**src/lpl_pkg.sv**
```systemverilog
`timescale 1ns / 1ps
// ----------------------------------------------------------------------------
// lpl_pkg
// Shared types, character codes and helper functions of the lexer.
// ----------------------------------------------------------------------------
package lpl_pkg;

    // Token kinds as they appear on the result channel.
    typedef enum logic [3:0] {
        K_OPEN   = 4'd0,
        K_CLOSE  = 4'd1,
        K_SYMBOL = 4'd2,
        K_FLOAT  = 4'd3,
        K_INT    = 4'd4,
        K_FALSE  = 4'd5,
        K_TRUE   = 4'd6,
        K_STRING = 4'd7,
        K_ERROR  = 4'd8,
        K_END    = 4'd9
    } t_kind;

    // Error codes carried by error tokens.
    typedef enum logic [1:0] {
        E_NONE         = 2'd0,
        E_UNKNOWN      = 2'd1,
        E_BAD_EXP      = 2'd2,
        E_UNTERMINATED = 2'd3
    } t_err;

    // One result transaction.
    typedef struct packed {
        t_kind       kind;
        logic [15:0] start;
        logic [15:0] len;
        logic [15:0] line;
        logic [15:0] col;
        t_err        err;
        logic        last;
    } t_result;

    localparam int MAX_RES = 3;
    localparam int QDEPTH  = 4;
    localparam int QPTR_W  = 2;
    localparam int QCNT_W  = 3;

    // Results produced by one accepted byte.
    typedef struct packed {
        t_result [MAX_RES-1:0] res;
        logic    [1:0]         cnt;
    } t_step_out;

    localparam logic [7:0] CH_TAB    = 8'h09;
    localparam logic [7:0] CH_LF     = 8'h0A;
    localparam logic [7:0] CH_CR     = 8'h0D;
    localparam logic [7:0] CH_SPACE  = 8'h20;
    localparam logic [7:0] CH_QUOTE  = 8'h22;
    localparam logic [7:0] CH_LPAREN = 8'h28;
    localparam logic [7:0] CH_RPAREN = 8'h29;
    localparam logic [7:0] CH_PLUS   = 8'h2B;
    localparam logic [7:0] CH_MINUS  = 8'h2D;
    localparam logic [7:0] CH_DOT    = 8'h2E;
    localparam logic [7:0] CH_SEMI   = 8'h3B;
    localparam logic [7:0] CH_QMARK  = 8'h3F;
    localparam logic [7:0] CH_UP_E   = 8'h45;
    localparam logic [7:0] CH_UNDER  = 8'h5F;
    localparam logic [7:0] CH_LOW_E  = 8'h65;
    localparam logic [7:0] CH_LOW_F  = 8'h66;
    localparam logic [7:0] CH_LOW_T  = 8'h74;

    function automatic logic is_digit(input logic [7:0] c);
        return (c >= 8'h30) && (c <= 8'h39);
    endfunction

    function automatic logic is_alpha(input logic [7:0] c);
        return ((c >= 8'h61) && (c <= 8'h7A)) || ((c >= 8'h41) && (c <= 8'h5A));
    endfunction

    function automatic logic is_space(input logic [7:0] c);
        return (c == CH_SPACE) || ((c >= CH_TAB) && (c <= CH_CR));
    endfunction

    // Letters of the keyword "true".
    function automatic logic [7:0] true_char(input logic [1:0] i);
        logic [7:0] c;
        unique case (i)
            2'd0: c = 8'h74;
            2'd1: c = 8'h72;
            2'd2: c = 8'h75;
            2'd3: c = 8'h65;
        endcase
        return c;
    endfunction

    // Letters of the keyword "false".
    function automatic logic [7:0] false_char(input logic [2:0] i);
        logic [7:0] c;
        unique case (i)
            3'd0:    c = 8'h66;
            3'd1:    c = 8'h61;
            3'd2:    c = 8'h6C;
            3'd3:    c = 8'h73;
            3'd4:    c = 8'h65;
            default: c = 8'h00;
        endcase
        return c;
    endfunction

    function automatic logic [15:0] clamp16(input logic [31:0] v);
        return (v > 32'h0000_FFFF) ? 16'hFFFF : v[15:0];
    endfunction

    function automatic t_result mk_res(input t_kind kind, input t_err err,
                                       input logic [31:0] start, input logic [31:0] len,
                                       input logic [31:0] line, input logic [31:0] col);
        t_result r;
        r.kind  = kind;
        r.start = clamp16(start);
        r.len   = clamp16(len);
        r.line  = clamp16(line);
        r.col   = clamp16(col);
        r.err   = err;
        r.last  = 1'b0;
        return r;
    endfunction

endpackage

```
**src/lpl_scanner.sv**
```systemverilog
`timescale 1ns / 1ps
// ----------------------------------------------------------------------------
// lpl_scanner
// Scanner state, position counters and the per-byte token logic.
// ----------------------------------------------------------------------------
module lpl_scanner
    import lpl_pkg::*;
#(
    parameter int POS_BITS  = 16,
    parameter int LINE_BITS = 16
) (
    input  logic       i_clk,
    input  logic       i_rst_n,
    input  logic       i_take,
    input  logic [7:0] i_char,
    input  logic       i_eoi,
    output t_step_out  o_step
);

    typedef enum logic [2:0] {
        S_IDLE, S_COMMENT, S_NUMBER, S_EXP, S_EXPSIGN, S_ALPHA, S_STRING, S_DEAD
    } t_mode;

    localparam logic [POS_BITS-1:0]  POS_MAX  = {POS_BITS{1'b1}};
    localparam logic [LINE_BITS-1:0] LINE_MAX = {LINE_BITS{1'b1}};
    localparam logic [POS_BITS-1:0]  POS_ONE  = POS_BITS'(1);
    localparam logic [LINE_BITS-1:0] LINE_ONE = LINE_BITS'(1);

    t_mode                r_mode, n_mode;
    logic [POS_BITS-1:0]  r_pos, n_pos, r_tok_start, n_tok_start, r_tok_len, n_tok_len;
    logic [LINE_BITS-1:0] r_line, n_line, r_col, n_col;
    logic [LINE_BITS-1:0] r_tok_line, n_tok_line, r_tok_col, n_tok_col;
    logic [1:0]           r_flags, n_flags, r_kw, n_kw;

    logic                  restart, failed;
    t_result [MAX_RES-1:0] res;
    logic [1:0]            cnt;
    t_kind                 num_kind, word_kind;

    always_comb begin
        n_mode      = r_mode;
        n_pos       = r_pos;
        n_line      = r_line;
        n_col       = r_col;
        n_tok_start = r_tok_start;
        n_tok_line  = r_tok_line;
        n_tok_col   = r_tok_col;
        n_tok_len   = r_tok_len;
        n_flags     = r_flags;
        n_kw        = r_kw;
        restart     = 1'b0;
        failed      = 1'b0;
        res         = '0;
        cnt         = 2'd0;
        num_kind    = K_INT;
        word_kind   = K_SYMBOL;

        unique case (r_mode)
            S_COMMENT: begin
                if (i_char == CH_LF) begin
                    n_mode = S_IDLE;
                end
            end
            S_STRING: begin
                n_tok_len = (n_tok_len < POS_MAX) ? n_tok_len + POS_ONE : POS_MAX;
                if (i_char == CH_QUOTE) begin
                    res[cnt] = mk_res(K_STRING, E_NONE, 32'(n_tok_start), 32'(n_tok_len),
                                      32'(n_tok_line), 32'(n_tok_col));
                    cnt      = cnt + 2'd1;
                    n_mode   = S_IDLE;
                end
            end
            S_NUMBER: begin
                if (i_char == CH_DOT && !n_flags[0]) begin
                    n_flags[0] = 1'b1;
                    n_tok_len  = (n_tok_len < POS_MAX) ? n_tok_len + POS_ONE : POS_MAX;
                end else if ((i_char == CH_LOW_E || i_char == CH_UP_E) && !n_flags[1]) begin
                    n_flags[1] = 1'b1;
                    n_mode     = S_EXP;
                    n_tok_len  = (n_tok_len < POS_MAX) ? n_tok_len + POS_ONE : POS_MAX;
                end else if (!is_digit(i_char)) begin
                    num_kind = (n_flags != 2'b00) ? K_FLOAT : K_INT;
                    res[cnt] = mk_res(num_kind, E_NONE, 32'(n_tok_start), 32'(n_tok_len),
                                      32'(n_tok_line), 32'(n_tok_col));
                    cnt      = cnt + 2'd1;
                    n_mode   = S_IDLE;
                    restart  = 1'b1;
                end else begin
                    n_tok_len = (n_tok_len < POS_MAX) ? n_tok_len + POS_ONE : POS_MAX;
                end
            end
            S_EXP, S_EXPSIGN: begin
                n_tok_len = (n_tok_len < POS_MAX) ? n_tok_len + POS_ONE : POS_MAX;
                if (r_mode == S_EXP && (i_char == CH_PLUS || i_char == CH_MINUS)) begin
                    n_mode = S_EXPSIGN;
                end else if (is_digit(i_char)) begin
                    n_mode = S_NUMBER;
                end else begin
                    res[cnt] = mk_res(K_ERROR, E_BAD_EXP, 32'(n_tok_start), 32'(n_tok_len),
                                      32'(n_tok_line), 32'(n_tok_col));
                    cnt      = cnt + 2'd1;
                    n_mode   = S_DEAD;
                end
            end
            S_ALPHA: begin
                if (is_alpha(i_char) || is_digit(i_char) || i_char == CH_UNDER
                        || i_char == CH_MINUS || i_char == CH_QMARK) begin
                    // A keyword candidate dies at a mismatch or an extra letter.
                    if (n_kw == 2'd1) begin
                        if (n_tok_len >= POS_BITS'(4)
                                || true_char(n_tok_len[1:0]) != i_char) begin
                            n_kw = 2'd0;
                        end
                    end else if (n_kw == 2'd2) begin
                        if (n_tok_len >= POS_BITS'(5)
                                || false_char(n_tok_len[2:0]) != i_char) begin
                            n_kw = 2'd0;
                        end
                    end
                    n_tok_len = (n_tok_len < POS_MAX) ? n_tok_len + POS_ONE : POS_MAX;
                end else begin
                    if (n_kw == 2'd1 && n_tok_len == POS_BITS'(4)) begin
                        word_kind = K_TRUE;
                    end else if (n_kw == 2'd2 && n_tok_len == POS_BITS'(5)) begin
                        word_kind = K_FALSE;
                    end
                    res[cnt] = mk_res(word_kind, E_NONE, 32'(n_tok_start), 32'(n_tok_len),
                                      32'(n_tok_line), 32'(n_tok_col));
                    cnt      = cnt + 2'd1;
                    n_mode   = S_IDLE;
                    restart  = 1'b1;
                end
            end
            S_DEAD: begin
            end
            S_IDLE: begin
                restart = 1'b1;
            end
        endcase

        // A byte that ends a number or symbol, or any byte seen between
        // tokens, is lexed as the start of a new token.
        if (restart) begin
            n_tok_start = r_pos;
            n_tok_line  = r_line;
            n_tok_col   = r_col;
            n_tok_len   = POS_ONE;
            n_flags     = 2'b00;
            n_kw        = 2'd0;
            priority if (is_space(i_char)) begin
            end else if (i_char == CH_SEMI) begin
                n_mode = S_COMMENT;
            end else if (i_char == CH_LPAREN || i_char == CH_RPAREN) begin
                res[cnt] = mk_res((i_char == CH_LPAREN) ? K_OPEN : K_CLOSE, E_NONE,
                                  32'(n_tok_start), 32'(n_tok_len),
                                  32'(n_tok_line), 32'(n_tok_col));
                if (cnt != 2'd3) begin
                    cnt = cnt + 2'd1;
                end
            end else if (is_digit(i_char) || i_char == CH_PLUS || i_char == CH_MINUS) begin
                n_mode = S_NUMBER;
            end else if (is_alpha(i_char) || i_char == CH_UNDER) begin
                n_mode = S_ALPHA;
                n_kw   = (i_char == CH_LOW_T) ? 2'd1 : (i_char == CH_LOW_F) ? 2'd2 : 2'd0;
            end else if (i_char == CH_QUOTE) begin
                n_mode = S_STRING;
            end else begin
                res[cnt] = mk_res(K_ERROR, E_UNKNOWN, 32'(n_tok_start), 32'(n_tok_len),
                                  32'(n_tok_line), 32'(n_tok_col));
                if (cnt != 2'd3) begin
                    cnt = cnt + 2'd1;
                end
                n_mode = S_DEAD;
            end
        end

        n_pos = (r_pos < POS_MAX) ? r_pos + POS_ONE : POS_MAX;
        if (i_char == CH_LF) begin
            n_line = (r_line < LINE_MAX) ? r_line + LINE_ONE : LINE_MAX;
            n_col  = LINE_ONE;
        end else begin
            n_col  = (r_col < LINE_MAX) ? r_col + LINE_ONE : LINE_MAX;
        end

        if (i_eoi) begin
            failed = (n_mode == S_DEAD);
            if (n_mode == S_NUMBER) begin
                num_kind = (n_flags != 2'b00) ? K_FLOAT : K_INT;
                res[cnt] = mk_res(num_kind, E_NONE, 32'(n_tok_start), 32'(n_tok_len),
                                  32'(n_tok_line), 32'(n_tok_col));
                cnt      = cnt + 2'd1;
            end else if (n_mode == S_ALPHA) begin
                if (n_kw == 2'd1 && n_tok_len == POS_BITS'(4)) begin
                    word_kind = K_TRUE;
                end else if (n_kw == 2'd2 && n_tok_len == POS_BITS'(5)) begin
                    word_kind = K_FALSE;
                end
                res[cnt] = mk_res(word_kind, E_NONE, 32'(n_tok_start), 32'(n_tok_len),
                                  32'(n_tok_line), 32'(n_tok_col));
                cnt      = cnt + 2'd1;
            end else if (n_mode == S_EXP || n_mode == S_EXPSIGN) begin
                res[cnt] = mk_res(K_ERROR, E_BAD_EXP, 32'(n_tok_start), 32'(n_tok_len),
                                  32'(n_tok_line), 32'(n_tok_col));
                cnt      = cnt + 2'd1;
                failed   = 1'b1;
            end else if (n_mode == S_STRING) begin
                res[cnt] = mk_res(K_ERROR, E_UNTERMINATED, 32'(n_tok_start),
                                  32'(n_tok_len), 32'(n_tok_line), 32'(n_tok_col));
                cnt      = cnt + 2'd1;
                failed   = 1'b1;
            end
            if (!failed && cnt != 2'd3) begin
                res[cnt] = mk_res(K_END, E_NONE, 32'(n_pos), 32'd0, 32'(n_line), 32'(n_col));
                cnt      = cnt + 2'd1;
            end
            n_mode      = S_IDLE;
            n_pos       = '0;
            n_line      = LINE_ONE;
            n_col       = LINE_ONE;
            n_tok_start = '0;
            n_tok_line  = LINE_ONE;
            n_tok_col   = LINE_ONE;
            n_tok_len   = '0;
            n_flags     = 2'b00;
            n_kw        = 2'd0;
        end

        for (int k = 0; k < MAX_RES; k++) begin
            res[k].last = ((2'(k) + 2'd1) == cnt);
        end
    end

    always_ff @(posedge i_clk) begin
        if (!i_rst_n) begin
            r_mode      <= S_IDLE;
            r_pos       <= '0;
            r_line      <= LINE_ONE;
            r_col       <= LINE_ONE;
            r_tok_start <= '0;
            r_tok_line  <= LINE_ONE;
            r_tok_col   <= LINE_ONE;
            r_tok_len   <= '0;
            r_flags     <= 2'b00;
            r_kw        <= 2'd0;
        end else if (i_take) begin
            r_mode      <= n_mode;
            r_pos       <= n_pos;
            r_line      <= n_line;
            r_col       <= n_col;
            r_tok_start <= n_tok_start;
            r_tok_line  <= n_tok_line;
            r_tok_col   <= n_tok_col;
            r_tok_len   <= n_tok_len;
            r_flags     <= n_flags;
            r_kw        <= n_kw;
        end
    end

    assign o_step.res = res;
    assign o_step.cnt = i_take ? cnt : 2'd0;

endmodule

```
**src/lpl_res_queue.sv**
```systemverilog
`timescale 1ns / 1ps
// ----------------------------------------------------------------------------
// lpl_res_queue
// Small result queue: takes up to three results a cycle, gives one.
// ----------------------------------------------------------------------------
module lpl_res_queue
    import lpl_pkg::*;
(
    input  logic              i_clk,
    input  logic              i_rst_n,
    input  t_step_out         i_push,
    input  logic              i_pop,
    output t_result           o_head,
    output logic              o_valid,
    output logic [QCNT_W-1:0] o_count
);

    t_result            r_mem [QDEPTH];
    logic [QPTR_W-1:0]  r_rd, r_wr;
    logic [QCNT_W-1:0]  r_count;
    logic               pop;

    assign pop = i_pop && (r_count != '0);

    always_ff @(posedge i_clk) begin
        if (!i_rst_n) begin
            r_rd    <= '0;
            r_wr    <= '0;
            r_count <= '0;
        end else begin
            r_wr    <= r_wr + QPTR_W'(i_push.cnt);
            r_rd    <= r_rd + QPTR_W'(pop);
            r_count <= r_count + QCNT_W'(i_push.cnt) - QCNT_W'(pop);
        end
    end

    always_ff @(posedge i_clk) begin
        for (int k = 0; k < MAX_RES; k++) begin
            if (2'(k) < i_push.cnt) begin
                r_mem[r_wr + QPTR_W'(k)] <= i_push.res[k];
            end
        end
    end

    assign o_head  = r_mem[r_rd];
    assign o_valid = (r_count != '0);
    assign o_count = r_count;

endmodule

```
**src/lisp_token_lexer.sv**
```systemverilog
`timescale 1ns / 1ps
// ----------------------------------------------------------------------------
// lisp_token_lexer
// S-expression lexer: one source byte per transaction in, tokens out.
// ----------------------------------------------------------------------------
// Tokens a byte causes are written to the result queue at the clock edge that
// takes the byte. Throughput: one byte per cycle while the queue has room; a
// byte may cause up to three tokens, which leave one per cycle while i_ready
// is high, so the output port sets the rate when bytes produce more than one
// token each. Input is taken while the result queue holds at most one
// token. Synchronous active-low reset clears scan state, counters and queue.
// ----------------------------------------------------------------------------
module lisp_token_lexer
    import lpl_pkg::*;
#(
    parameter int POS_BITS  = 16,
    parameter int LINE_BITS = 16
) (
    input  logic        i_clk,
    input  logic        i_rst_n,
    // Source byte channel.
    input  logic        i_valid,
    output logic        o_ready,
    input  logic [7:0]  i_char_byte,
    input  logic        i_end_of_input,
    // Token channel.
    output logic        o_valid,
    input  logic        i_ready,
    output logic [3:0]  o_token_kind,
    output logic [15:0] o_start_offset,
    output logic [15:0] o_token_length,
    output logic [15:0] o_line_number,
    output logic [15:0] o_column_number,
    output logic [1:0]  o_error_code,
    output logic        o_run_last
);

    // The scanner holds the lexing state machine together with the offset,
    // line and column counters. All work for one byte is done in a single
    // combinational pass from those registers, and the tokens it yields are
    // written into the result queue at the same clock edge as the state
    // update. The queue then parts the two sides, so the source may keep
    // sending while a finished token waits for the consumer.
    t_step_out         step;
    t_result           head;
    logic              take;
    logic [QCNT_W-1:0] q_count;

    // A byte may produce three tokens, so there must be three free slots
    // before a transaction is taken.
    assign o_ready = (q_count <= QCNT_W'(QDEPTH - MAX_RES));
    assign take    = i_valid && o_ready;

    lpl_scanner #(
        .POS_BITS  (POS_BITS),
        .LINE_BITS (LINE_BITS)
    ) u_scanner (
        .i_clk   (i_clk),
        .i_rst_n (i_rst_n),
        .i_take  (take),
        .i_char  (i_char_byte),
        .i_eoi   (i_end_of_input),
        .o_step  (step)
    );

    lpl_res_queue u_queue (
        .i_clk   (i_clk),
        .i_rst_n (i_rst_n),
        .i_push  (step),
        .i_pop   (i_ready),
        .o_head  (head),
        .o_valid (o_valid),
        .o_count (q_count)
    );

    // Counters are already clamped to sixteen bits inside the result record.
    assign o_token_kind    = head.kind;
    assign o_start_offset  = head.start;
    assign o_token_length  = head.len;
    assign o_line_number   = head.line;
    assign o_column_number = head.col;
    assign o_error_code    = head.err;
    assign o_run_last      = head.last;

    // The queue can never hold more tokens than it has slots.
    a_queue_bound: assert property (@(posedge i_clk) disable iff (!i_rst_n)
        q_count <= QCNT_W'(QDEPTH))
        else $error("result queue overfilled");

    // An error code appears on error tokens and on nothing else.
    a_err_kind: assert property (@(posedge i_clk) disable iff (!i_rst_n)
        o_valid |-> ((o_token_kind == K_ERROR) == (o_error_code != E_NONE)))
        else $error("error code does not match token kind");

    // Lines and columns count from one.
    a_pos_nonzero: assert property (@(posedge i_clk) disable iff (!i_rst_n)
        o_valid |-> (o_line_number != 16'd0 && o_column_number != 16'd0))
        else $error("token reports line or column zero");

    // Reset empties the queue.
    a_reset_empty: assert property (@(posedge i_clk)
        !i_rst_n |=> !o_valid)
        else $error("token offered straight after reset");

endmodule
```
**config.mk**
```make
export PLATFORM = sky130hd
export DESIGN_NAME = lisp_token_lexer
export DESIGN_NICKNAME = d
export VERILOG_FILES = /design/src/lpl_pkg.sv /design/src/lpl_scanner.sv /design/src/lpl_res_queue.sv /design/src/lisp_token_lexer.sv
export SDC_FILE = /design/constraint.sdc
export NUM_CORES = 1
export LEC_CHECK = 0
export ABC_CLOCK_PERIOD_IN_PS = 18100
export BUFFER_PORTS_ARGS = -buffer_cell sky130_fd_sc_hd__buf_2
export CORE_ASPECT_RATIO = 0.9
export CORE_MARGIN = 4
export CORE_UTILIZATION = 40
export DETAILED_ROUTE_END_ITERATION = 10
export GPL_TIMING_DRIVEN = 1
export PLACE_DENSITY_LB_ADDON = 0.1
export SYNTH_ARGS = -nofsm -noshare
export SYNTH_HDL_FRONTEND = slang
export SYNTH_SLANG_ARGS = --single-unit
```
**constraint.sdc**
```tcl
create_clock -name i_clk -period 18.1 [get_ports i_clk]
set_input_delay 1.81 -clock i_clk [delete_from_list [all_inputs] [get_ports i_clk]]
set_output_delay 1.81 -clock i_clk [all_outputs]
set_load 0.1 [all_outputs]
```
# == After elaboration in Yosys (flattened, before gate mapping) ==
# Memories as Yosys holds them, arrays and structs flattened. A register that Yosys moved wholly into a read port is not among the register bits.
# Cells that the tools add are included.
# classes
n_eq_ne,49
bitwise_logic,0
n_shift,0
div,0
add_sub_neg,13
n_mul,0
n_mux,156
reduce_logical,43
magnitude_cmp,24
# op_table
op,count
2-to-1 mux 213 bit,14
bitwise mux 213 bit,7
2-to-1 mux 71 bit,9
demux 71 bit (select 2 bit),3
2-to-1 mux 16 bit,21
one-hot mux 71 bit (4 select lines),1
2-to-1 mux 2 bit,38
"== test 8 x 6 -> 1 bit, second input constant",9
2-to-1 mux 70 bit,1
"adder 16 x 1 -> 16 bit, second input constant",4
"== test 16 x 3 -> 1 bit, second input constant",4
"less-than comparator 16 bit, second input constant",4
2-to-1 mux 8 bit,7
2-to-1 mux 3 bit,18
one-hot mux 16 bit (3 select lines),1
"== test 8 x 7 -> 1 bit, second input constant",5
one-hot mux 7 bit (5 select lines),1
">= comparator 16 x 3 -> 1 bit, second input constant",2
2-to-1 mux 4 bit,8
one-hot mux 8 bit (4 select lines),1
"== test 3 bit, second input constant",8
2-to-1 mux 1 bit,23
"== test 3 x 2 -> 1 bit, second input constant",6
logical AND 1 bit,17
36 further kinds,73
# word_totals
n_memories,1
register_bits,126
inputBits,13
output_inout_bits,73
ram_bits,284
romBits,0
latchBits,0
elab_cells,299
# mem_list
name,words,word_bits,rd,rd_clocked_by_memory_dff,wr,line_no,rtl
u_queue.r_mem,4,71,1,1,3,lpl_res_queue.sv:18,t_result r_mem [QDEPTH];

# == Logic depth before layout (Yosys ltp) ==
# depth
ltp_word,32
ltp_mapped,37
depth_no_buf,30

# == Hierarchy ==
# From an unflattened synthesis, not the netlist that was laid out.
# unflattened
cells_unflattened,3414
area_unflattened_um2,28512.3
# modules_own_cells
module,instances,area_per_inst_um2,cells_per_inst,seq_area_each_um2
lpl_res_queue,1,16438.3,1691,8668.3
lpl_scanner,1,12057.8,1721,2382.3
lisp_token_lexer,1,16.3,2,0.0

# == Worst setup path after synthesis ==
# OpenSTA, ideal clock, no wires.
# synth_timing
path_kind,input to register
from,input i_char_byte[5]
to,memory u_queue.r_mem[0][0] (netlist name) (enable)
setup_slack_ps,-1069
required_ps,17220
stages,27
arrival_time_ps,18288
setup_time_ps,880
path_buffers,6
cell_sequence,buf_2 -> nor4b_1 -> nand2_1 -> nor3_2 -> inv_2 -> or3_1 -> nor2b_1 -> nand3_1 -> clkbuf_1 -> clkbuf_1 -> ha_1 -> a21o_1 -> a21o_1 -> clkbuf_1 -> inv_1 -> ha_1 -> inv_1 -> nor2_1 -> a21o_1 -> ha_1 -> clkbuf_1 -> or4_1 -> o211ai_1 -> xnor2_1 -> clkbuf_1 -> o21ai_0 -> a2111oi_0
# synth_lines
element,line_no,rtl
"start, declared",lisp_token_lexer.sv:24,"input logic [7:0] i_char_byte,"
"end, declared",lpl_res_queue.sv:18,

==> flow_metrics.tcl <==
set metrics [dict create \
    period_needed_ns 10.51 \
    grt-ovfl-total 0 \
    setup_ws_ns 7.59 \
    synth_flop_cell "edfxtp_1" \
    vdd_drop_max_mv 0.115 \
    cts_buffer_depth 3 \
    hold_violations 0 \
    numCtsBuffers 49 \
    coreArea_um2 69900 \
    layout_common_cells "nand2_1 (414), o21ai_0 (319), nor2_1 (305)" \
    die_x_um 288 \
    syn2layout_area_growth_pct 8.65 \
    grt.total_usage_pct 31.3 \
    cp-start-kind "input pin" \
    worstPathArrival_ns 10.74 \
    drv_cap 0 \
    fin_nets 3211 \
    crit_fanout 54 \
    clkLatencyLatePin_ns 0.61 \
    globalplace.congestion 0.909 \
    final_common_cell "nand2_1" \
    drt-total-wl_um 122000 \
    grt_antenna_before_repair 3 \
    crit_type "input pin to flop" \
    grt_pass1_vias 25300 \
    dpl.cell_count 4064 \
    powerDensity_nw_per_um2 160 \
    drt_iter0_markers 4442 \
    timing.fmax_ghz 0.0952 \
    slew_headroom_pct 5.52 \
    ys_seq_area_share_pct 39.2 \
    report.final.slew_viol_count 0 \
    timing_worst_slew_pin_value_ns 1.41 \
    fp.dieH_um 260 \
    root_buffer "clkbuf_16" \
    synth-edff-count 284 \
    cts_sinks 410 \
    fill_cells 6847 \
    status "completed" \
    avgSynthCellArea_um2 8.53 \
    synth_cell_type_count 90 \
    synthArstFlopShare_pct 0 \
    num_rows 92 \
    cts_max_level 2 \
    synth_cells 3303 \
    insertedDiodeCount 0 \
    synth_fp_nets 3339 \
    seq_area_um2 11100 \
    clk_pin_slew_ns 0.06 \
    cts_resized 0 \
    hold_path.class "flop to flop" \
    final_cells 4152 \
    first_pass_iters 7 \
    cts_tree "yes" \
    p_leak_nw 9.99 \
    wire_per_inst_um 29.3 \
    rsz0062_at_grt "false" \
    drive_gt1_share_pct 11.1 \
    via_count 27800 \
    grt_max_degree 102 \
    tns_ns 0 \
    initial_core_util_pct 40.3 \
    grt_pass1_wl_um 176000 \
    worstPathRequired_ns 18.33 \
    dpl_worst_slack_ns 7.15 \
    drt.antenna.violating_nets 0 \
    postCtsHoldBufs 0 \
    portBuffers 85 \
    top_level_ports 86 \
    die-area_um2 74800 \
    remaining_drc_errors 0 \
    hpwl_um 78400 \
    post-route-period-util_pct 58.0 \
    skew_ns 0.0142 \
    multi_input_area_um2 15900 \
    cp-end-kind "flop" \
    cts_setup_buffers 0 \
    setup_viol 0 \
    ys_ff_latch 410 \
    netlist_area_um2 28200 \
    vias_per_cell 6.70 \
    yosys_warnings 0 \
]
## cells by family after synthesis
kind of cell,count (synthesis),share of synthesized area [%]
adders and majority gates,25,1.12
muxes,157,8.78
and+or+nand+nor,1204,20.1
DFF,410,39.2
buffers and inverters,359,5.21
xor gates and xnor gates,41,1.27
AOI/OAI and AO/OA,1107,24.4
## cells in the mapped netlist, drive strengths merged (28+ instances only)
cell      n  share of area (%)
nand2   419                5.6
o21ai   371                6.6
nor2    314                4.3
edfxtp  284                 30
a21oi   247                4.4
clkbuf  240                3.2
o22ai   129                2.9
dfxtp   126                8.9
and2    103                2.3
a22oi    94                2.5
buf      88                1.6
nor3     80                1.5
nand3    76                1.3
mux2i    75                2.7
mux4     71                5.7
nor2b    48                1.1
nor4     36               0.87
o211ai   33               0.88
a221oi   32               0.99
inv      31               0.41
a221o    30                1.1
and3     28               0.62
## metal layers
metal / vias to the layer above / track usage [%] / wire (µm)
met2: 1833 / 43.4 / 49500
met5: - / 0 / 70
met1: 13600 / 46.7 / 52600
li1: 12100 / - / -
met4: 6 / 7.34 / 2780
met3: 233 / 10.4 / 16700
## worst paths after layout
kind | to | slack (ns) | startpoint | cells past startpoint
setup / recovery | u_queue.r_mem[1][0]$_DFFE_PP_ | 7.59 | i_char_byte[4] | 27
setup reg to reg | u_queue.r_mem[1][0]$_DFFE_PP_ | 9.29 | u_scanner.r_mode[0]$_SDFFE_PN0P_ | 24
hold reg to reg | u_scanner.r_tok_col[0]$_SDFFE_PN1P_ | 0.54 | u_scanner.r_tok_col[0]$_SDFFE_PN1P_ | 2
hold / removal | u_scanner.r_tok_col[0]$_SDFFE_PN1P_ | 0.54 | u_scanner.r_tok_col[0]$_SDFFE_PN1P_ | 2
## registers in the layout, indices dropped and copies added (netlist names), 3 cells and up
name                   count
u_queue.o_count            3
u_queue.r_mem            284
u_scanner.r_col           16
u_scanner.r_line          16
u_scanner.r_mode           3
u_scanner.r_pos           16
u_scanner.r_tok_col       16
u_scanner.r_tok_len       16
u_scanner.r_tok_line      16
u_scanner.r_tok_start     16
## through the flow
step	total power, mW	hold WS, ns	instance area [µm²]	util, %
4_1_cts	4.88	0.534	30600	43.8
6_report	4.91	0.540	30600	43.8
2_1_floorplan	3.24	0.474	28200	-
3_3_place_gp	3.91	0.506	29100	41.7
3_5_place_dp	3.93	0.514	29100	41.7
5_1_grt	5.08	0.568	30600	43.8
## critical path, stage by stage
cell	delay [ns]
buf_2	0.19
nor4b_1	0.53
nand2_1	0.22
nor3_2	0.49
inv_2	0.11
or3_1	0.40
nor2b_1	0.29
nand3_2	0.10
buf_4	0.61
ha_1	0.36
a21o_1	0.16
a21o_1	0.30
inv_1	0.14
ha_1	0.23
inv_1	0.11
nor2_1	0.06
a21o_1	0.19
ha_2	0.19
inv_1	0.30
nor3_1	0.16
a21oi_1	0.22
o211ai_1	0.23
xnor2_1	0.96
nand2_1	0.26
maj3_1	0.49
nor2_4	0.71
buf_4	0.81
## power by group
part	switching [mW]	internal (mW)	total [mW]	leakage, nW
sequential	0.0790	1.27	1.35	3.64
combinational	2.03	0.583	2.61	5.62
clock	0.422	0.531	0.953	0.729
total	2.53	2.39	4.91	9.99
## cell type report
type | instances | share of cell area [%]
multi-input combinational | 2534 | 51.8
sequential | 410 | 36.1
clock buffer | 65 | 4.23
tap | 940 | 3.84
timing repair buffer | 149 | 2.97
clock inverter | 23 | 0.621
inverter | 31 | 0.380
Power figures use the tool's default switching activity.
